--- config.mk ---
export PLATFORM = sky130hd
export DESIGN_NAME = json_string_escaper_unit_flat
export DESIGN_NICKNAME = d
export VERILOG_FILES = /design/src/sv/jse_pkg.sv /design/src/sv/jse_ifs.sv /design/src/sv/jse_core.sv /design/src/sv/jse_emit.sv /design/src/sv/json_string_escaper_unit.sv /design/src/flat_wrapper.sv
export VERILOG_INCLUDE_DIRS = /design/src /design/src/sv
export SDC_FILE = /design/constraint.sdc
export NUM_CORES = 1
export LEC_CHECK = 0
export BUFFER_PORTS_ARGS = -buffer_cell sky130_fd_sc_hd__buf_4
export CORE_ASPECT_RATIO = 0.9
export CORE_MARGIN = 2
export CORE_UTILIZATION = 55
export CTS_BUF_LIST = sky130_fd_sc_hd__clkbuf_16
export DETAILED_ROUTE_END_ITERATION = 7
export PLACE_DENSITY = 0.79
export RECOVER_POWER = 50
export SLEW_MARGIN = 20
export SYNTH_ARGS = -nofsm -noshare
export SYNTH_HDL_FRONTEND = slang
export SYNTH_SLANG_ARGS = --single-unit
--- constraint.sdc ---
create_clock -name i_clk -period 8 [get_ports i_clk]
set_clock_uncertainty 0.15 [all_clocks]
set_input_delay 0.8 -clock i_clk [delete_from_list [all_inputs] [get_ports i_clk]]
set_output_delay 0.8 -clock i_clk [all_outputs]
set_load 0.05 [all_outputs]
--- src/sv/assert_macros.svh ---
// Assertion helpers shared by the block's modules.
`ifndef ASSERT_MACROS_SVH
`define ASSERT_MACROS_SVH

// Same-cycle implication, checked on every clock edge outside reset.
`define JSE_ASSERT_NOW(label, clk, rst_n, ante, cons) \
    label: assert property (@(posedge clk) disable iff (!rst_n) (ante) |-> (cons)) \
        else $error("jse assertion failed");

// Next-cycle implication, checked on every clock edge outside reset.
`define JSE_ASSERT_NEXT(label, clk, rst_n, ante, cons) \
    label: assert property (@(posedge clk) disable iff (!rst_n) (ante) |=> (cons)) \
        else $error("jse assertion failed");

`endif

--- src/sv/jse_pkg.sv ---
package jse_pkg;

    localparam int MaxRun = 6;

    localparam logic [1:0] REQ_OPEN  = 2'd0;
    localparam logic [1:0] REQ_DATA  = 2'd1;
    localparam logic [1:0] REQ_CLOSE = 2'd2;

    localparam logic [7:0] CH_QUOTE = 8'h22;
    localparam logic [7:0] CH_BSL   = 8'h5c;
    localparam logic [7:0] CH_ZERO  = 8'h30;
    localparam logic [7:0] CH_B     = 8'h62;
    localparam logic [7:0] CH_F     = 8'h66;
    localparam logic [7:0] CH_N     = 8'h6e;
    localparam logic [7:0] CH_R     = 8'h72;
    localparam logic [7:0] CH_T     = 8'h74;
    localparam logic [7:0] CH_U     = 8'h75;
    localparam logic [7:0] CH_LOWA  = 8'h61;

    localparam logic [7:0] CTRL_BS  = 8'h08;
    localparam logic [7:0] CTRL_TAB = 8'h09;
    localparam logic [7:0] CTRL_LF  = 8'h0a;
    localparam logic [7:0] CTRL_FF  = 8'h0c;
    localparam logic [7:0] CTRL_CR  = 8'h0d;
    localparam logic [7:0] CTRL_END = 8'h20;

    localparam logic [20:0] CP_MIN3    = 21'h000800;
    localparam logic [20:0] CP_SUR_LO  = 21'h00d800;
    localparam logic [20:0] CP_SUR_HI  = 21'h00dfff;
    localparam logic [20:0] CP_MIN4    = 21'h010000;
    localparam logic [20:0] CP_MAX     = 21'h10ffff;

    typedef logic [MaxRun-1:0][7:0] t_run_bytes;

    // One request's worth of output: bytes go out from index 0 upward.
    typedef struct packed {
        t_run_bytes bytes;
        logic [2:0] len;
        logic       fail;
    } t_run;

    function automatic logic [7:0] hex_char(input logic [3:0] nib);
        logic [7:0] r;
        if (nib < 4'd10) begin
            r = CH_ZERO + {4'd0, nib};
        end else begin
            r = CH_LOWA + {4'd0, nib} - 8'd10;
        end
        return r;
    endfunction

endpackage

--- src/sv/jse_ifs.sv ---
interface jse_req_if;
    logic       valid;
    logic       ready;
    logic [1:0] req_type;
    logic [7:0] data_byte;

    modport source (output valid, output req_type, output data_byte, input ready);
    modport sink   (input valid, input req_type, input data_byte, output ready);
endinterface

interface jse_res_if;
    logic       valid;
    logic       ready;
    logic [7:0] out_byte;
    logic       run_last;
    logic       failed;

    modport source (output valid, output out_byte, output run_last, output failed,
                    input ready);
    modport sink   (input valid, input out_byte, input run_last, input failed,
                    output ready);
endinterface

--- src/sv/jse_core.sv ---
`include "assert_macros.svh"

module jse_core
    import jse_pkg::*;
(
    input  logic       i_clk,
    input  logic       i_rst_n,
    input  logic       i_fire,
    input  logic [1:0] i_req_type,
    input  logic [7:0] i_data_byte,
    output t_run       o_run
);

    logic [7:0]  r_held [3];
    logic [2:0]  r_need;
    logic [1:0]  r_cnt;
    logic [20:0] r_acc;
    logic        r_fail;

    logic [2:0]  n_need;
    logic [1:0]  n_cnt;
    logic [20:0] n_acc;
    logic        n_fail;
    logic        held_we;
    logic [1:0]  held_idx;
    logic [20:0] acc_ext;
    t_run        run;

    assign acc_ext = {r_acc[14:0], i_data_byte[5:0]};

    always_comb begin
        n_need   = r_need;
        n_cnt    = r_cnt;
        n_acc    = r_acc;
        n_fail   = r_fail;
        held_we  = 1'b0;
        held_idx = r_cnt;
        run      = '0;
        case (i_req_type)
            REQ_OPEN: begin
                n_fail = 1'b0;
                n_need = '0;
                n_cnt  = '0;
                n_acc  = '0;
                run.bytes[0] = CH_QUOTE;
                run.len = 3'd1;
            end
            REQ_DATA: begin
                if (!r_fail) begin
                    if (r_need != 3'd0) begin
                        if (i_data_byte[7:6] != 2'b10 || r_cnt == 2'd0) begin
                            run.fail = 1'b1;
                        end else if ({1'b0, r_cnt} + 3'd1 < r_need) begin
                            n_acc   = acc_ext;
                            held_we = 1'b1;
                            n_cnt   = r_cnt + 2'd1;
                        end else if ((r_need == 3'd3 && (acc_ext < CP_MIN3 ||
                                     (acc_ext >= CP_SUR_LO && acc_ext <= CP_SUR_HI))) ||
                                     (r_need == 3'd4 && (acc_ext < CP_MIN4 ||
                                     acc_ext > CP_MAX))) begin
                            run.fail = 1'b1;
                        end else begin
                            for (int i = 0; i < 3; i++) begin
                                if (3'(i) < {1'b0, r_cnt}) begin
                                    run.bytes[i] = r_held[i];
                                end
                            end
                            run.bytes[{1'b0, r_cnt}] = i_data_byte;
                            run.len = {1'b0, r_cnt} + 3'd1;
                            n_need = '0;
                            n_cnt  = '0;
                            n_acc  = '0;
                        end
                    end else begin
                        case (i_data_byte)
                            CH_QUOTE, CH_BSL: begin
                                run.bytes[0] = CH_BSL;
                                run.bytes[1] = i_data_byte;
                                run.len = 3'd2;
                            end
                            CTRL_BS:  begin run.bytes[0] = CH_BSL; run.bytes[1] = CH_B;
                                            run.len = 3'd2; end
                            CTRL_FF:  begin run.bytes[0] = CH_BSL; run.bytes[1] = CH_F;
                                            run.len = 3'd2; end
                            CTRL_LF:  begin run.bytes[0] = CH_BSL; run.bytes[1] = CH_N;
                                            run.len = 3'd2; end
                            CTRL_CR:  begin run.bytes[0] = CH_BSL; run.bytes[1] = CH_R;
                                            run.len = 3'd2; end
                            CTRL_TAB: begin run.bytes[0] = CH_BSL; run.bytes[1] = CH_T;
                                            run.len = 3'd2; end
                            default: begin
                                if (i_data_byte < CTRL_END) begin
                                    run.bytes[0] = CH_BSL;
                                    run.bytes[1] = CH_U;
                                    run.bytes[2] = CH_ZERO;
                                    run.bytes[3] = CH_ZERO;
                                    run.bytes[4] = hex_char(i_data_byte[7:4]);
                                    run.bytes[5] = hex_char(i_data_byte[3:0]);
                                    run.len = 3'd6;
                                end else if (!i_data_byte[7]) begin
                                    run.bytes[0] = i_data_byte;
                                    run.len = 3'd1;
                                end else if (i_data_byte inside {[8'hc2:8'hdf]}) begin
                                    n_need = 3'd2;
                                    n_acc = {16'd0, i_data_byte[4:0]};
                                end else if (i_data_byte inside {[8'he0:8'hef]}) begin
                                    n_need = 3'd3;
                                    n_acc = {17'd0, i_data_byte[3:0]};
                                end else if (i_data_byte inside {[8'hf0:8'hf4]}) begin
                                    n_need = 3'd4;
                                    n_acc = {18'd0, i_data_byte[2:0]};
                                end else begin
                                    run.fail = 1'b1;
                                end
                                // A lead byte is kept as the first held byte.
                                if (n_need != 3'd0) begin
                                    held_we  = 1'b1;
                                    held_idx = 2'd0;
                                    n_cnt    = 2'd1;
                                end
                            end
                        endcase
                    end
                end
            end
            REQ_CLOSE: begin
                if (!r_fail) begin
                    if (r_need != 3'd0) begin
                        run.fail = 1'b1;
                    end else begin
                        run.bytes[0] = CH_QUOTE;
                        run.len = 3'd1;
                    end
                end
            end
            default: begin
            end
        endcase
        if (run.fail) begin
            run.bytes = '0;
            run.len   = 3'd1;
            n_need    = '0;
            n_cnt     = '0;
            n_acc     = '0;
            n_fail    = 1'b1;
            held_we   = 1'b0;
        end
    end

    assign o_run = run;

    always_ff @(posedge i_clk) begin
        if (!i_rst_n) begin
            r_need <= '0;
            r_cnt  <= '0;
            r_acc  <= '0;
            r_fail <= 1'b0;
        end else if (i_fire) begin
            r_need <= n_need;
            r_cnt  <= n_cnt;
            r_acc  <= n_acc;
            r_fail <= n_fail;
        end
    end

    always_ff @(posedge i_clk) begin
        if (i_fire && held_we) begin
            r_held[held_idx] <= i_data_byte;
        end
    end

    `JSE_ASSERT_NOW(a_fail_no_pending, i_clk, i_rst_n, r_fail, r_need == 3'd0)
    `JSE_ASSERT_NOW(a_pending_count, i_clk, i_rst_n, r_need != 3'd0,
        r_cnt != 2'd0 && {1'b0, r_cnt} < r_need && r_need >= 3'd2)
    `JSE_ASSERT_NOW(a_idle_count, i_clk, i_rst_n, r_need == 3'd0, r_cnt == 2'd0)

endmodule

--- src/sv/jse_emit.sv ---
`include "assert_macros.svh"

module jse_emit
    import jse_pkg::*;
(
    input  logic       i_clk,
    input  logic       i_rst_n,
    input  logic       i_load,
    input  t_run       i_run,
    output logic       o_can_load,
    jse_res_if.source  o_res
);

    t_run_bytes r_bytes;
    logic [2:0] r_left;
    logic       r_fail;
    logic       pop;

    assign pop        = (r_left != 3'd0) && o_res.ready;
    assign o_can_load = (r_left == 3'd0) || (r_left == 3'd1 && o_res.ready);

    always_ff @(posedge i_clk) begin
        if (!i_rst_n) begin
            r_left <= '0;
        end else if (i_load) begin
            r_left <= i_run.len;
        end else if (pop) begin
            r_left <= r_left - 3'd1;
        end
    end

    always_ff @(posedge i_clk) begin
        if (i_load) begin
            r_bytes <= i_run.bytes;
            r_fail  <= i_run.fail;
        end else if (pop) begin
            r_bytes <= r_bytes >> 8;
        end
    end

    assign o_res.valid    = r_left != 3'd0;
    assign o_res.out_byte = r_bytes[0];
    assign o_res.run_last = r_left == 3'd1;
    assign o_res.failed   = r_fail;

    `JSE_ASSERT_NOW(a_load_when_free, i_clk, i_rst_n, i_load, o_can_load)
    `JSE_ASSERT_NOW(a_left_bound, i_clk, i_rst_n, 1'b1, r_left <= 3'(MaxRun))
    `JSE_ASSERT_NOW(a_fail_single, i_clk, i_rst_n, o_res.valid && o_res.failed,
        o_res.run_last && o_res.out_byte == 8'd0)

endmodule

--- src/sv/json_string_escaper_unit.sv ---
// Channel   Direction  Payload
// i_req     in         req_type[1:0], data_byte[7:0]
// o_res     out        out_byte[7:0], run_last, failed
//
// A request waits in the input register until the output shift register can take
// its run; then the whole run is decoded and loaded into it in one step.
// Result bytes leave one at a time, byte 0 first, while o_res is ready; requests
// with no result (held UTF-8 bytes, blocked input) load an empty run.
// The output shift register sets the rate: a new run loads as its last byte leaves.
// i_rst_n is synchronous; it clears the UTF-8 state, the failure latch and both
// valid flags. A stall on o_res holds the run and backs up into i_req.
module json_string_escaper_unit
    import jse_pkg::*;
(
    input  logic      i_clk,
    input  logic      i_rst_n,
    jse_req_if.sink   i_req,
    jse_res_if.source o_res
);

    logic       r_in_valid;
    logic [1:0] r_req_type;
    logic [7:0] r_data_byte;
    logic       can_load;
    logic       load;
    t_run       run;

    assign load        = r_in_valid && can_load;
    assign i_req.ready = !r_in_valid || load;

    always_ff @(posedge i_clk) begin
        if (!i_rst_n) begin
            r_in_valid <= 1'b0;
        end else if (i_req.valid && i_req.ready) begin
            r_in_valid <= 1'b1;
        end else if (load) begin
            r_in_valid <= 1'b0;
        end
    end

    always_ff @(posedge i_clk) begin
        if (i_req.valid && i_req.ready) begin
            r_req_type  <= i_req.req_type;
            r_data_byte <= i_req.data_byte;
        end
    end

    jse_core u_core (
        .i_clk       (i_clk),
        .i_rst_n     (i_rst_n),
        .i_fire      (load),
        .i_req_type  (r_req_type),
        .i_data_byte (r_data_byte),
        .o_run       (run)
    );

    jse_emit u_emit (
        .i_clk      (i_clk),
        .i_rst_n    (i_rst_n),
        .i_load     (load),
        .i_run      (run),
        .o_can_load (can_load),
        .o_res      (o_res)
    );

endmodule
--- src/flat_wrapper.sv ---
// flat-port wrapper written by rule: the top's interface ports become plain ports
module json_string_escaper_unit_flat import jse_pkg::*;
  (i_clk, i_rst_n, i_req_valid, i_req_req_type, i_req_data_byte, i_req_ready, o_res_valid, o_res_out_byte, o_res_run_last, o_res_failed, o_res_ready);
  jse_req_if i_req_i ();
  jse_res_if o_res_i ();
  input  logic i_clk;
  input  logic i_rst_n;
  input wire logic [$bits(i_req_i.valid)-1:0] i_req_valid;
  input wire logic [$bits(i_req_i.req_type)-1:0] i_req_req_type;
  input wire logic [$bits(i_req_i.data_byte)-1:0] i_req_data_byte;
  output wire logic [$bits(i_req_i.ready)-1:0] i_req_ready;
  output wire logic [$bits(o_res_i.valid)-1:0] o_res_valid;
  output wire logic [$bits(o_res_i.out_byte)-1:0] o_res_out_byte;
  output wire logic [$bits(o_res_i.run_last)-1:0] o_res_run_last;
  output wire logic [$bits(o_res_i.failed)-1:0] o_res_failed;
  input wire logic [$bits(o_res_i.ready)-1:0] o_res_ready;
  assign i_req_i.valid = i_req_valid;
  assign i_req_i.req_type = i_req_req_type;
  assign i_req_i.data_byte = i_req_data_byte;
  assign i_req_ready = i_req_i.ready;
  assign o_res_valid = o_res_i.valid;
  assign o_res_out_byte = o_res_i.out_byte;
  assign o_res_run_last = o_res_i.run_last;
  assign o_res_failed = o_res_i.failed;
  assign o_res_i.ready = o_res_ready;
  json_string_escaper_unit u_core (.i_clk(i_clk), .i_rst_n(i_rst_n), .i_req(i_req_i), .o_res(o_res_i));
endmodule
# [Word level (Yosys, flattened, before mapping)]
# Memory sizes are Yosys's and may differ from the RTL's.
# Index checks and enable logic that the tools add are counted.
[op_classes] add_sub_neg=9 order_cmp=20 n_eq_ne=23 mux=113 reduce_logical=35
[op_table] op="two-way mux 8 bit" n=24
[op_table] op="two-way mux 15 bit" n=12
[op_table] op="two-way mux 52 bit" n=3
[op_table] op="two-way mux 51 bit" n=3
[op_table] op="case mux 19 bit (6 select lines)" n=1
[op_table] op="two-way mux 48 bit" n=2
[op_table] op="two-way mux 40 bit" n=2
[op_table] op="two-way mux 3 bit" n=18
[op_table] op="bitwise mux 48 bit" n=1
[op_table] op="== test 8 x 4 -> 1 bit (second input constant)" n=5
[op_table] op="case mux 11 bit (3 select lines)" n=1
[op_table] op="two-way mux 32 bit" n=1
[op_table] op="case mux 15 bit (2 select lines)" n=1
[op_table] op="two-way mux 2 bit" n=13
[op_table] op="greater-or-equal comparator 8 bit (second input constant)" n=3
[op_table] op="<= comparator 8 bit (second input constant)" n=3
[op_table] op="inequality test 4 bit (second input constant)" n=6
[op_table] op="two-way mux 1 bit" n=23
[op_table] op="greater-or-equal comparator 21 x 16 -> 1 bit (second input constant)" n=1
[op_table] op="> comparator 21 bit (second input constant)" n=1
[op_table] op="<= comparator 21 x 16 -> 1 bit (second input constant)" n=1
[op_table] op="less-than comparator 21 x 12 -> 1 bit (second input constant)" n=1
[op_table] op="less-than comparator 21 x 17 -> 1 bit (second input constant)" n=1
[op_table] op="adder 7 x 4 -> 8 bit (first input constant)" n=2
[op_table] op="44 further kinds" n=71
[totals] register_bits=84 ramBits=24 input_bits=14 out_inout_bits=12 wordCells=216 memories=1
[mem_list] memory="u_core.u_core.r_held" depth=3 width=8 read_ports=3 rd_clocked_by_memory_dff=0 wr=1 line_no="jse_core.sv:14" rtl="logic [7:0] r_held [3];"

# [Longest topological paths before layout]
# Gate-level depths: netlist (run 1).
[logic_depth] word_depth=22 ltp_mapped=15 ltp_nobuf=12

# [Cells and area by module]
# A second synthesis (run 1) with hierarchy kept.
[unflattened] cells_unflattened=594 hier_area_um2=6339.8
[modules_own_cells] module="jse_core" instances=1 cells_each=438 area_per_inst_um2=3634.7 seq_area_each_um2=1141.1
[modules_own_cells] module="jse_emit" instances=1 cells_each=140 area_per_inst_um2=2339.7 seq_area_each_um2=1531.5
[modules_own_cells] module="json_string_escaper_unit" instances=1 cells_each=16 area_per_inst_um2=365.4 seq_area_each_um2=320.3

# [Worst setup path before layout (run 1)]
# Ideal clock, no wire load.
[synth_timing] path_kind="register -> register" from="reg u_core.r_data_byte[1]" to="mem u_core.u_core.r_held[2][0] (enable)" setup_ns=0.395 arrival_time_ns=3.352 required_time_ns=7.455 setup_slack_ns=4.103 path_stages_with_launch=12 n_path_buf=2 synth_period_minus_slack_ns=3.897 path_cell_list="edfxtp_1 -> clkbuf_1 -> inv_1 -> ha_1 -> inv_1 -> a2111oi_1 -> nand4b_1 -> o2111ai_1 -> or2_1 -> buf_4 -> nand3b_1 -> nor4_1"
[synth_between] elab_chain_len=21 elab_cells_between_ends=65 classes_between="order compare (12); eq/ne (7); mux (34); reduce/logical (12)"
[synth_lines] item="start, declared" line_no="json_string_escaper_unit.sv:23" rtl="logic [7:0] r_data_byte;"
[synth_lines] item="start signal, assigned" line_no="json_string_escaper_unit.sv:44" rtl="r_data_byte <= i_req.data_byte;"
[synth_lines] item="greater-or-equal comparator 8 bit or <= comparator 8 bit (tied branches)" line_no="jse_core.sv:109" rtl="end else if (i_data_byte inside {[8'hf0:8'hf4]}) begin"
[synth_lines] item="logical AND 1 bit" line_no="jse_core.sv:109"
[synth_lines] item="two-way mux 3 bit" line_no="jse_core.sv:109"
[synth_lines] item="two-way mux 3 bit" line_no="jse_core.sv:106" rtl="end else if (i_data_byte inside {[8'he0:8'hef]}) begin"
[synth_lines] item="two-way mux 3 bit" line_no="jse_core.sv:103" rtl="end else if (i_data_byte inside {[8'hc2:8'hdf]}) begin"
[synth_lines] item="two-way mux 3 bit" line_no="jse_core.sv:100" rtl="end else if (!i_data_byte[7]) begin"
[synth_lines] item="two-way mux 3 bit" line_no="jse_core.sv:92" rtl="if (i_data_byte < CTRL_END) begin"
[synth_lines] item="two-way mux 3 bit" line_no="jse_core.sv:75" rtl="case (i_data_byte)"
[synth_lines] item="[... 5 more ...]"
[synth_lines] item="two-way mux 1 bit" line_no="jse_core.sv:75"
[synth_lines] item="two-way mux 1 bit" line_no="jse_core.sv:50" rtl="if (r_need != 3'd0) begin"
[synth_lines] item="two-way mux 1 bit" line_no="jse_core.sv:49" rtl="if (!r_fail) begin"
[synth_lines] item="two-way mux 1 bit" line_no="jse_core.sv:39" rtl="case (i_req_type)"
[synth_lines] item="two-way mux 1 bit" line_no="jse_core.sv:139" rtl="if (run.fail) begin"
[synth_lines] item="logical AND 1 bit" line_no="jse_core.sv:167" rtl="if (i_fire && held_we) begin"
[synth_lines] item="two-way mux 1 bit" line_no="jse_core.sv:167"
[synth_lines] item="two-way mux 1 bit (not written as such)" line_no="jse_core.sv:168" rtl="r_held[held_idx] <= i_data_byte;"
[synth_lines] item="end, declared" line_no="jse_core.sv:14"
# Parallel ways exist; a longest one is shown, timed or not. The select of a mux whose other input is x is not followed.

# [Worst setup path in the final report (run 1)]
[layout_timing] from="reg u_core.u_emit.r_left[0]" to="reg u_core.u_emit.r_bytes[28] (netlist name), data pin"
[layout_between] elab_chain_len=5 elab_cells_between_ends=6 classes_between="eq/ne (1); mux (1); reduce/logical (4)"
[layout_lines] item="start, declared" line_no="jse_emit.sv:15" rtl="logic [2:0] r_left;"
[layout_lines] item="start signal, assigned" line_no="jse_emit.sv:26" rtl="r_left <= i_run.len;"
[layout_lines] item="start signal, assigned" line_no="jse_emit.sv:28" rtl="r_left <= r_left - 3'd1;"
[layout_lines] item="== test 3 x 1 -> 1 bit" line_no="jse_emit.sv:20" rtl="assign o_can_load = (r_left == 3'd0) || (r_left == 3'd1 && o_res.ready);"
[layout_lines] item="logical AND 1 bit" line_no="jse_emit.sv:20"
[layout_lines] item="logical OR 1 bit *" line_no="jse_emit.sv:20"
[layout_lines] item="logical AND 1 bit *" line_no="json_string_escaper_unit.sv:28" rtl="assign load = r_in_valid && can_load;"
[layout_lines] item="via u_core.load" line_no="json_string_escaper_unit.sv:25" rtl="logic load;"
[layout_lines] item="two-way mux 48 bit *" line_no="jse_emit.sv:33" rtl="if (i_load) begin"
[layout_lines] item="end signal, assigned" line_no="jse_emit.sv:34" rtl="r_bytes <= i_run.bytes;"
[layout_lines] item="end signal, assigned" line_no="jse_emit.sv:37" rtl="r_bytes <= r_bytes >> 8;"
[layout_lines] item="end, declared" line_no="jse_emit.sv:14" rtl="t_run_bytes r_bytes;"
# Mark *: on every way through the listed nets, which the timed path passes. The rest lies on a longest branch.
# A chain may end at the register's enable or synchronous reset.

==> results of run 1 <==
final timing paths:
path,startpoint,endpoint,slack (ns),depth (start not counted)
worst min register to register,u_core.u_core.r_acc[10]$_SDFFE_PN0P_,u_core.u_core.r_acc[10]$_SDFFE_PN0P_,0.34,1
worst max register to register,u_core.u_emit.r_left[0]$_SDFFE_PN0P_,u_core.u_emit.r_bytes[28]$_DFFE_PP_,3.08,13
worst min-delay path,u_core.u_core.r_acc[10]$_SDFFE_PN0P_,u_core.u_core.r_acc[10]$_SDFFE_PN0P_,0.34,1
worst max-delay path,u_core.u_emit.r_left[0]$_SDFFE_PN0P_,u_core.u_emit.r_bytes[28]$_DFFE_PP_,3.08,13
layer usage:
metal | global-route usage | vias to the layer above
li1 | - | 2006
met1 | 0.3622 | 2100
met2 | 0.4087 | 229
met3 | 0.06029 | 14
met4 | 0.07885 | 0
met5 | 0 | -
area by class of cell:
cell class / count / area share
clock inverters: 7 / 0.01202
inverters: 20 / 0.01243
multi-input cells: 366 / 0.3967
flip-flops and latches: 106 / 0.4856
repair buffers: 29 / 0.02983
well taps: 126 / 0.02610
clock buffers: 9 / 0.03729
metrics by stage:
step | util | area, µm²
after detailed placement | 0.5907 | 5779
final | 0.6173 | 6040
after floorplan | - | 5597
after CTS | 0.6211 | 6077
after global routing | 0.6173 | 6040
after global placement | 0.5907 | 5779
cells in the mapped netlist, types with 7 or more instances:
cell,n,area share
nand2b_1,7,0.0078
edfxtp_1,81,0.43
nand3_1,11,0.0098
dfxtp_1,25,0.089
nand2_1,53,0.036
nor2_1,36,0.024
inv_1,17,0.011
nand4_1,9,0.010
a22o_1,17,0.027
a31oi_1,8,0.0089
o21ai_1,14,0.013
and2_1,7,0.0078
ha_1,24,0.054
o21ai_0,28,0.025
a21oi_1,27,0.024
clkbuf_1,21,0.014
a22oi_1,14,0.019
nor3_1,12,0.011
buf_4,9,0.012
flip-flops by register name, summed over array words and instances (netlist names), 3 cells and up:
register / flops
u_core.u_emit.r_bytes: 38
u_core.u_core.r_need: 3
u_core.u_core.r_acc: 15
u_core.r_data_byte: 8
u_core.u_emit.o_res.out_byte: 8
u_core.u_core.r_held: 24
u_core.u_emit.r_left: 3
worst max-delay path, delay by kind of cell, from the launching register on:
family	cells	cell delay (ns)
AO/OA/AOI/OAI	4	0.71
adder cells (fa/ha/maj)	1	0.24
buffers and inverters	4	2.29
flip-flops	1	0.38
AND/OR/NAND/NOR	4	0.89
cells by family (layout without fill, tap and decap cells):
group / count (synthesis) / after routing / synth area share
xor gates and xnor gates: 1 / 1 / 0.001565
and+or+nand+nor: 170 / 170 / 0.1538
muxes: 9 / 9 / 0.01744
AOI/OAI and AO/OA: 162 / 162 / 0.2017
DFF: 106 / 106 / 0.5240
adders and majority gates: 24 / 24 / 0.05366
buffers and inverters: 59 / 65 / 0.04784
power groups by stage:
| stage | logic (mW) | registers [mW] | clock network [mW] |
|---|---|---|---|
| final | 0.473 | 0.849 | 0.437 |
| after global routing | 0.523 | 0.863 | 0.463 |
| after CTS | 0.495 | 0.847 | 0.440 |
| after detailed placement | 0.493 | 0.859 | 0 |
| after global placement | 0.483 | 0.851 | 0 |
| after floorplan | 0.399 | 0.822 | 0 |
==> metrics.txt, run 1 <==
status complete, but fails checks; failing checks capacitance limit, slew limit; combinational power share 0.269; hold_buf cts 0; Fill cells 830; non-filler cells in the finished layout 663; Clock Path Buffers 2; DR iter-0 viols 309; metal2 WL around 6.4 mm; Max stage delay on crit path 1.26 ns; post-synthesis cell count 531; unrepaired setup endpoints after global routing no; commonest non-fill, non-tap cell in the layout edfxtp_1; final setup fails 0; flops & latches, synth 106; H-tree depth 3; core area slightly below 10,000 µm²; Crit path top cell by count a21oi_1; ant diodes 0; Final Hold Fails 0; largest net degree at the start of global routing just over 50; Fmax 0.2033 GHz; worst hold slack between 0.3 and 0.4 ns; layout cells sized above 1 0.09497; Psw 0.6230 mW; top_reg_cell synth edfxtp_1; DP Cell Count between 600 and 700; setup TNS 0 ns; maximum vdd ir drop 276.7 µV; Layout Nets 570; Mapped Area 5597 µm²; Routed WL 13.73 mm; max-cap viol count 2; CTS tree yes; Worst Path Required 7.95 ns; I/O Pins 26; CP max FO 44; sequential share of power 0.482; Arr. time, crit path 4.87 ns; multi-input combinational cell area 2396 µm²; relative slew slack -0.2949; Clock Latency Late Sink 0.35 ns; Worst setup EP type register; routed wl met3 1.183 mm; Clk pwr share 0.249; Switching Fraction 0.3541; DR DRC count 0; vias per cell 6.560; CTS Sinks roughly 110; first-pass GRT wire length 21.48 mm; Leak ~2.1 nW; Synth Net Count roughly 570; DP HPWL 9.601 mm; height of the die ~100 µm; post-CTS setup buffer count 0; Power, Total 1.760 mW; Resized cells post-CTS 0; ANT nets after route 0; synth-to-layout area growth 7.914%; setup ws final 3.081 ns; critical path startpoint category register; via count 4,349; most frequent cells in the layout edfxtp_1, nand2_1, nor2_1, o21ai_0, a21oi_1; vias in the first global route 4,049; pwr/cell area about 290 nW/µm²; mean post-synth cell area 10.54 µm²; Routed wire per std cell 20.71 µm; CP Cell Sequence inv_1, ha_1, a21oi_1, nor2_1, nand2_1, clkbuf_1, clkinv_1, o2111ai_1, or2_1, or2b_1, inv_2, a21oi_1, o21ai_1; router iterations before antenna repair 5; WL met1 5.956 mm; Yosys cell types 69; fin crit share 0.6148; Setup CP Type register to register; CTS root buf clkbuf_16; min Tclk post-route ~5 ns; number of synthesized flops with an enable pin 81; Rows 34; FFs w/ async S/R, synth 0; Final Max Slew Viols 96; synth warn 0; CTS clk-pin slew, worst paths about 0.080 ns; Sequential Area 2933 µm²; Seq/Total Area, Yosys 0.5240; DIE AREA 11,000 µm²; Num CTS Buffers 9; quantity of I/O buffers inserted on ports 25; All-Layer GR Usage 0.2608; dpl ws around 3.8 ns; Pint 1.137 mW; Tightest Pin Transition 1.942 ns; Initial Util 0.5720; worst hold path type register to register; Crit-path slowest cell clkbuf_1; Max Used Layer met4; die extent in x around 110 µm; GPL Wtd Cong just over 0.9; total gr overflow 0; antenna violations before repair 0
Note: power is estimated with default switching activity, not from simulation.
==> inputs of run 2 (changes only) <==
--- a/config.mk
+++ b/config.mk
@@ -6,13 +6,14 @@
 export SDC_FILE = /design/constraint.sdc
 export NUM_CORES = 1
 export LEC_CHECK = 0
+export ABC_AREA = 1
 export BUFFER_PORTS_ARGS = -buffer_cell sky130_fd_sc_hd__buf_4
 export CORE_ASPECT_RATIO = 0.9
 export CORE_MARGIN = 2
 export CORE_UTILIZATION = 55
 export CTS_BUF_LIST = sky130_fd_sc_hd__clkbuf_16
 export DETAILED_ROUTE_END_ITERATION = 7
-export PLACE_DENSITY = 0.79
+export PLACE_DENSITY = 0.78
 export RECOVER_POWER = 50
 export SLEW_MARGIN = 20
 export SYNTH_ARGS = -nofsm -noshare
==> constraint.sdc (replaced) <==
create_clock -name i_clk -period 4.92 [get_ports i_clk]
set_clock_uncertainty 0.15 [all_clocks]
set_input_delay 0.492 -clock i_clk [delete_from_list [all_inputs] [get_ports i_clk]]
set_output_delay 0.492 -clock i_clk [all_outputs]
set_load 0.05 [all_outputs]
==> run 2 against run 1 <==
Net effect:
- the flow still finishes with violations (capacitance limit, slew limit)
- count of clock-buffer cells in the layout stayed put
- clock power rose by 46%
- worst hold slack got worse by 0.16 ns
- die area increased by 9.2%
- area after synthesis grew 9.5%
- worst setup slack got worse by 2.3 ns
==> metrics.txt, run 2 <==
status complete, but fails checks; failing checks capacitance limit, slew limit; Final Max Slew Viols 47 (-51%); Post-synth top cells nand2_1, nor2_1, edfxtp_1, inv_1, o21ai_0; I/O Pins 26 (unchanged); DIE AREA 12,010 µm² (+9.2%); Clock Latency Late Sink 0.35 ns (about the same); maximum vdd ir drop 224.2 µV (-19%); commonest non-fill, non-tap cell in the layout nand2_1; flops & latches, synth 106 (unchanged); Num CTS Buffers 9 (unchanged); CTS clk-pin slew, worst paths 0.07 ns (about the same); min Tclk post-route 4.093 ns (-0.8261 ns); synth warn 0 (unchanged); Tightest Pin Transition 2.490 ns (+0.5476 ns); router iterations before antenna repair 5 (unchanged); Clock Path Buffers 2 (unchanged); die extent in x 115.3 µm (+4.5%); top-count cell post-synth nand2_1; post-CTS setup buffer count 0 (unchanged); hold-critical path endpoint u_core.r_req_type[1]$_DFFE_PP_; All-Layer GR Usage 0.2782 (+0.01742); Resized cells post-CTS 0 (unchanged); share of the synthesized area in the top cell type 0.3967 (-0.03787); mean post-synth cell area 8.398 µm² (-20%); Seq/Total Area, Yosys 0.4784 (-0.04567); compound-gate portion of the synthesized area 0.1204 (-0.08125); ANT nets after route 0 (unchanged); vias in the first global route 4,866 (+20%); DR iter-0 viols 545 (+76%); relative slew slack -0.6600 (-0.3651); FFs w/ async S/R, synth 0 (unchanged); post-synthesis adder-cell area fraction 0.04898 (-0.004676); Register-to-Register Path Depth 16 (+3); quantity of I/O buffers inserted on ports 25 (unchanged); Routed wire per std cell 17.70 µm (-15%); hold_buf cts 0 (unchanged); Mapped Area 6131 µm² (+9.5%); R2R setup slack 0.83 ns (-2.25 ns); Initial Util 0.5648 (-0.007219); GPL Wtd Cong 0.9743 (+7.0%); Final Hold Fails 0 (unchanged); layout cells sized above 1 0.09042 (-0.004554); antenna violations before repair 0 (unchanged); largest net degree at the start of global routing 47 (-7.8%); worst hold slack 0.1823 ns (-0.1593 ns); worst r2r src u_core.u_core.r_cnt[1]$_SDFFE_PN0P_; reg-to-reg endpoint u_core.u_core.r_held[0][1]$_DFFE_PP_; via count 5,092 (+17%); Arr. time, crit path 3.93 ns (-0.94 ns); synth-to-layout area growth 7.061%; Largest Register u_core.u_emit.r_bytes; Synth area leader edfxtp_1; fraction of synthesized area in multiplexers 0.01143 (-0.006009); main combinational cell family by area after synthesis simple AND/OR/NAND/NOR gates; CTS Sinks 106 (unchanged); most frequent cells in the layout nand2_1, nor2_1, edfxtp_1, inv_1, o21ai_0; DP HPWL 11.64 mm (+21%); Largest register FFs 38 (unchanged); first-pass GRT wire length 25.46 mm (+19%); total gr overflow 0 (unchanged); Routed WL 15.80 mm (+15%); Setup CP Type register to register; core area 10,860 µm² (+11%); Rows 36 (+5.9%); Synth Area in XOR/XNOR 0 (-0.001565); vias per cell 5.702 (-13%); ant diodes 0 (unchanged); post-synthesis cell count 730 (+37%); CP max FO 14 (-68%); CTS tree yes; setup ws final 0.8274 ns (-2.254 ns); simple-gate portion of the synthesized area 0.2529 (+0.09905); dpl ws 0.8843 ns (-2.872 ns); Power, Total 3.615 mW (+110%); Layout Nets 775 (+36%); pwr/cell area 550.7 nW/µm² (+89%); largest cells by area after synthesis edfxtp_1, nand2_1, dfxtp_1; critical path startpoint category register; H-tree depth 3 (unchanged); Leak 2.794 nW (+30%); worst hold path type input port to register; Fmax 0.2443 GHz (+20%); Worst setup EP type register; largest registers u_core.u_emit.r_bytes x38, u_core.u_core.r_held x24, u_core.u_core.r_acc x15; number of synthesized flops with an enable pin 81 (unchanged); CTS root buf clkbuf_16; Yosys cell types 45 (-35%); final setup fails 0 (unchanged); height of the die 104.2 µm (+4.5%); setup TNS 0 ns (unchanged); max-cap viol count 1 (-1); fin crit share 0.8318 (+0.2170); unrepaired setup endpoints after global routing no; Worst Path Required 4.76 ns (-3.19 ns); Hold Crit Depth 1 (unchanged); hold path startpoint i_req_req_type[1]; DR DRC count 0 (unchanged); Synth Net Count 768 (+35%); top_reg_cell synth edfxtp_1
-- run 2: cell count changes after synthesis, sizes merged, moves of 14 or more --
cell | previous run | this run
nor3 | 13 | 32
inv | 19 | 90
nand3 | 11 | 25
nand2 | 53 | 168
nor2 | 37 | 98
a22o | 17 | 2
-- run 2: cells by family (layout without fill, tap and decap cells) --
group	Yosys count	count (layout)
simple gates	344	344
mux	7	7
fa+ha+maj	24	24
buf+inv	127	138
flops	106	106
compound gates	122	122
-- run 2: power by group --
part | internal [mW] | switching, mW
logic | 0.389 | 1.09
registers | 1.36 | 0.140
clock network | 0.332 | 0.306
-- run 2: how the worst max path moves through the flow --
stage                                        start                                    to  slack, ns  cells past startpoint
6_report       u_core.u_core.r_cnt[1]$_SDFFE_PN0P_  u_core.u_core.r_held[0][1]$_DFFE_PP_       0.83                     16
5_1_grt        u_core.u_core.r_cnt[1]$_SDFFE_PN0P_  u_core.u_core.r_held[0][1]$_DFFE_PP_       0.55                     16
4_1_cts        u_core.u_core.r_cnt[1]$_SDFFE_PN0P_  u_core.u_core.r_held[0][1]$_DFFE_PP_       0.87                     16
3_5_place_dp   u_core.u_core.r_cnt[1]$_SDFFE_PN0P_  u_core.u_core.r_held[0][3]$_DFFE_PP_       0.88                     16
3_3_place_gp   u_core.u_core.r_cnt[1]$_SDFFE_PN0P_  u_core.u_core.r_held[0][6]$_DFFE_PP_       1.03                     16
2_1_floorplan  u_core.u_core.r_cnt[1]$_SDFFE_PN0P_  u_core.u_core.r_held[0][0]$_DFFE_PP_       1.38                     17
-- run 2: per-layer routing --
| layer | global-route usage | vias to the layer above | routed length (µm) |
|---|---|---|---|
| met5 | 0 | - | 0 |
| met2 | 0.4328 | 217 | 7415 |
| li1 | - | 2460 | - |
| met3 | 0.06119 | 39 | 1218 |
| met4 | 0.09983 | 0 | 430 |
| met1 | 0.3830 | 2376 | 6740 |
-- run 2: cell type report --
type	instances	area [µm²]
Clock inverter	6	26.28
Timing Repair Buffer	32	183.9
Fill cell	974	4292
Clock buffer	9	225.2
Inverter	91	341.6
Multi-Input combinational cell	497	2664
Sequential cell	106	2933
Tap cell	152	190.2
-- run 2: worst max-delay path, cell delays in order, from the launching register on --
cell	delay (ns)
dfxtp_1	0.59
inv_1	0.17
ha_1	0.33
ha_1	0.29
o211ai_1	0.08
nand2_1	0.20
inv_2	0.23
nor2_1	0.07
inv_2	0.13
nand2_1	0.06
nand2_1	0.08
nand2_2	0.07
nand2_4	0.08
a21boi_4	0.12
nor3_4	0.26
nand4_1	0.22
nor2_1	0.59
-- run 2: stage by stage --
step,util,cell area (µm²),std cells
after floorplan,-,6131,730
after global placement,0.5867,6369,878
after detailed placement,0.5867,6369,878
after CTS,0.6098,6620,893
after global routing,0.6047,6564,893
final,0.6047,6564,893
==> inputs of run 3 (changes only) <==
--- a/config.mk
+++ b/config.mk
@@ -13,7 +13,7 @@
 export CORE_UTILIZATION = 55
 export CTS_BUF_LIST = sky130_fd_sc_hd__clkbuf_16
 export DETAILED_ROUTE_END_ITERATION = 7
-export PLACE_DENSITY = 0.78
+export PLACE_DENSITY = 0.81
 export RECOVER_POWER = 50
 export SLEW_MARGIN = 20
 export SYNTH_ARGS = -nofsm -noshare
==> constraint.sdc (replaced) <==
create_clock -name i_clk -period 3.55 [get_ports i_clk]
set_clock_uncertainty 0.15 [all_clocks]
set_input_delay 0.355 -clock i_clk [delete_from_list [all_inputs] [get_ports i_clk]]
set_output_delay 0.355 -clock i_clk [all_outputs]
set_load 0.05 [all_outputs]
==> run 3 against run 2 <==
Net effect:
- the run now ends clean
- utilization grew 1.6 points
- global-route usage shrank 0.56 points
- sequential power grew 35%
- largest cell class unchanged
- via count grew 2.6%
- register-to-register slack lost 0.53 ns
==> metrics.txt, run 3 (synthesized netlist as in run 2, its figures left out) <==
status completed; CP max FO 10 (-4); quantity of I/O buffers inserted on ports 25 (unchanged); first-pass GRT wire length 25.15 mm (-1.2%); Layout Nets 792 (+2.2%); Arr. time, crit path 3.16 ns (-0.77 ns); Routed wire per std cell 17.09 µm (-3.4%); layout cells sized above 1 0.1082 (+0.01776); router iterations before antenna repair 5 (unchanged); Clock Latency Late Sink 0.35 ns (about the same); Worst Path Required 3.45 ns (-1.31 ns); DIE AREA 12,010 µm² (unchanged); core area 10,860 µm² (unchanged); Worst setup EP type register; Num CTS Buffers 9 (unchanged); final core occ 0.6208 (+0.01614); Leak 2.888 nW (+3.4%); Clk pwr share 0.204 (+0.027); Largest register FFs 38 (unchanged); grt peak-use layer met2; Fill cells 940 (-3.5%); Setup CP Type register to register; setup ws final 0.2925 ns (-0.5349 ns); sequential share of power 0.391 (-0.024); Initial Util 0.5648 (unchanged); Psw 2.127 mW (+39%); multi-input combinational cell area 2669 µm² (+0.19%); Sequential Area 2933 µm² (unchanged); DR iter-0 viols 542 (-0.55%); CTS tree yes; Rows 36 (unchanged); most frequent cells in the layout nand2_1, nor2_1, edfxtp_1, inv_1, o21ai_0; DR DRC count 0 (unchanged); DP HPWL 11.69 mm (+0.42%); antenna violations before repair 0 (unchanged); met2 GRT Util 0.4231 (-0.009664); GRT met1 Usage 0.3739 (-0.009174); post-CTS setup buffer count 0 (unchanged); unrepaired setup endpoints after global routing no; All-Layer GR Usage 0.2726 (-0.005556); M3 GR Usage 0.05769 (-0.003497); min Tclk post-route 3.258 ns (-0.8351 ns); Largest Register u_core.u_emit.r_bytes; largest net degree at the start of global routing 50 (+6.4%); Tightest Pin Transition 1.194 ns (-1.296 ns); CTS clk-pin slew, worst paths 0.07 ns (about the same); Final Hold Fails 0 (unchanged); Pint 3.064 mW (+47%); critical path startpoint category register; hold_buf cts 0 (unchanged); via count 5,223 (+2.6%); Clock Path Buffers 2 (unchanged); height of the die 104.2 µm (unchanged); H-tree depth 3 (unchanged); CTS root buf clkbuf_16; setup TNS 0 ns (unchanged); maximum vdd ir drop 451.1 µV (+100%); final setup fails 0 (unchanged); combinational power share 0.405 (-0.003); max-cap viol count 0 (-1); worst hold path type input port to register; Switching Fraction 0.4097 (-0.01407); fin crit share 0.9176 (+0.08579); largest registers u_core.u_emit.r_bytes x38, u_core.u_core.r_held x24, u_core.u_core.r_acc x15; total gr overflow 0 (unchanged); ant diodes 0 (unchanged); dpl ws 0.1841 ns (-0.7002 ns); vias in the first global route 5,003 (+2.8%); vias per cell 5.740 (+0.66%); commonest non-fill, non-tap cell in the layout nand2_1; Resized cells post-CTS 0 (unchanged); Final Max Slew Viols 0 (-100%); pwr/cell area 770.3 nW/µm² (+40%); GPL Wtd Cong 0.9595 (-1.5%); I/O Pins 26 (unchanged); Fmax 0.3070 GHz (+26%); die extent in x 115.3 µm (unchanged); ANT nets after route 0 (unchanged); synth-to-layout area growth 9.918%; CTS Sinks 106 (unchanged); Routed WL 15.55 mm (-1.6%); relative slew slack 0.2037 (+0.8637)
run 3: changes by cell type in the layout (fill, tap and decap cells not counted):
cell | previous run | this run
clkbuf_1 | 15 | 20
clkinv_4 | 0 | 1
nor3_1 | 28 | 27
buf_4 | 7 | 18
bufinv_16 | 0 | 2
clkbuf_2 | 0 | 1
clkinv_1 | 4 | 2
inv_6 | 0 | 2
clkinv_2 | 3 | 0
nor3_2 | 3 | 4
run 3: power by group through the flow:
stage          Combinational, mW  Sequential (mW)  Clock (mW)
5_1_grt                     2.33             2.07        1.12
2_1_floorplan               1.59             2.01           0
3_3_place_gp                2.09             2.03           0
4_1_cts                     2.15             2.02        1.07
6_report                    2.10             2.03        1.06
3_5_place_dp                2.14             2.05           0
run 3: layout make-up:
class                           instances  share of cell area
Multi-Input combinational cell        497              0.3960
Tap cell                              152             0.02822
Inverter                               91             0.05069
Clock inverter                          6             0.01337
Timing Repair Buffer                   49             0.04307
Clock buffer                            9             0.03342
Sequential cell                       106              0.4352
run 3: per-stage QoR:
step                      total power [mW]  cells  hold WS, ns  cell area, µm²
final                                5.191    910      0.04432            6739
after global routing                 5.519    910      0.03545            6739
after CTS                            5.250    910      0.01821            6812
after detailed placement             4.190    895       0.3545            6496
after global placement               4.127    895       0.3504            6496
after floorplan                      3.605    730       0.3039            6131
run 3: worst paths after layout:
kind | start | endpoint | slack [ns] | depth (start not counted)
worst max-delay path | u_core.r_data_byte[4]$_DFFE_PP_ | u_core.u_core.r_held[1][0]$_DFFE_PP_ | 0.29 | 13
worst min register to register | u_core.u_emit.r_bytes[36]$_DFFE_PP_ | u_core.u_emit.r_bytes[28]$_DFFE_PP_ | 0.37 | 2
worst max register to register | u_core.r_data_byte[4]$_DFFE_PP_ | u_core.u_core.r_held[1][0]$_DFFE_PP_ | 0.29 | 13
worst min-delay path | i_req_req_type[0] | u_core.r_req_type[0]$_DFFE_PP_ | 0.04 | 1
run 3: routing by layer:
metal | wire length, µm | up-vias | part of all wire
met5 | 0 | - | 0
met4 | 443 | 0 | 0.028
met3 | 1168 | 35 | 0.075
met2 | 7311 | 221 | 0.47
met1 | 6630 | 2461 | 0.43
li1 | - | 2506 | -
run 3: worst max-delay path, cell delays in order (launching register included):
cell,delay [ns]
edfxtp_1,0.39
clkbuf_1,0.46
ha_1,0.24
inv_1,0.05
o21ai_0,0.21
nand2_1,0.13
nand2_2,0.14
a21oi_1,0.08
nor3_1,0.41
inv_1,0.14
nand4_1,0.14
nand3_1,0.10
nor2_1,0.12
buf_4,0.20
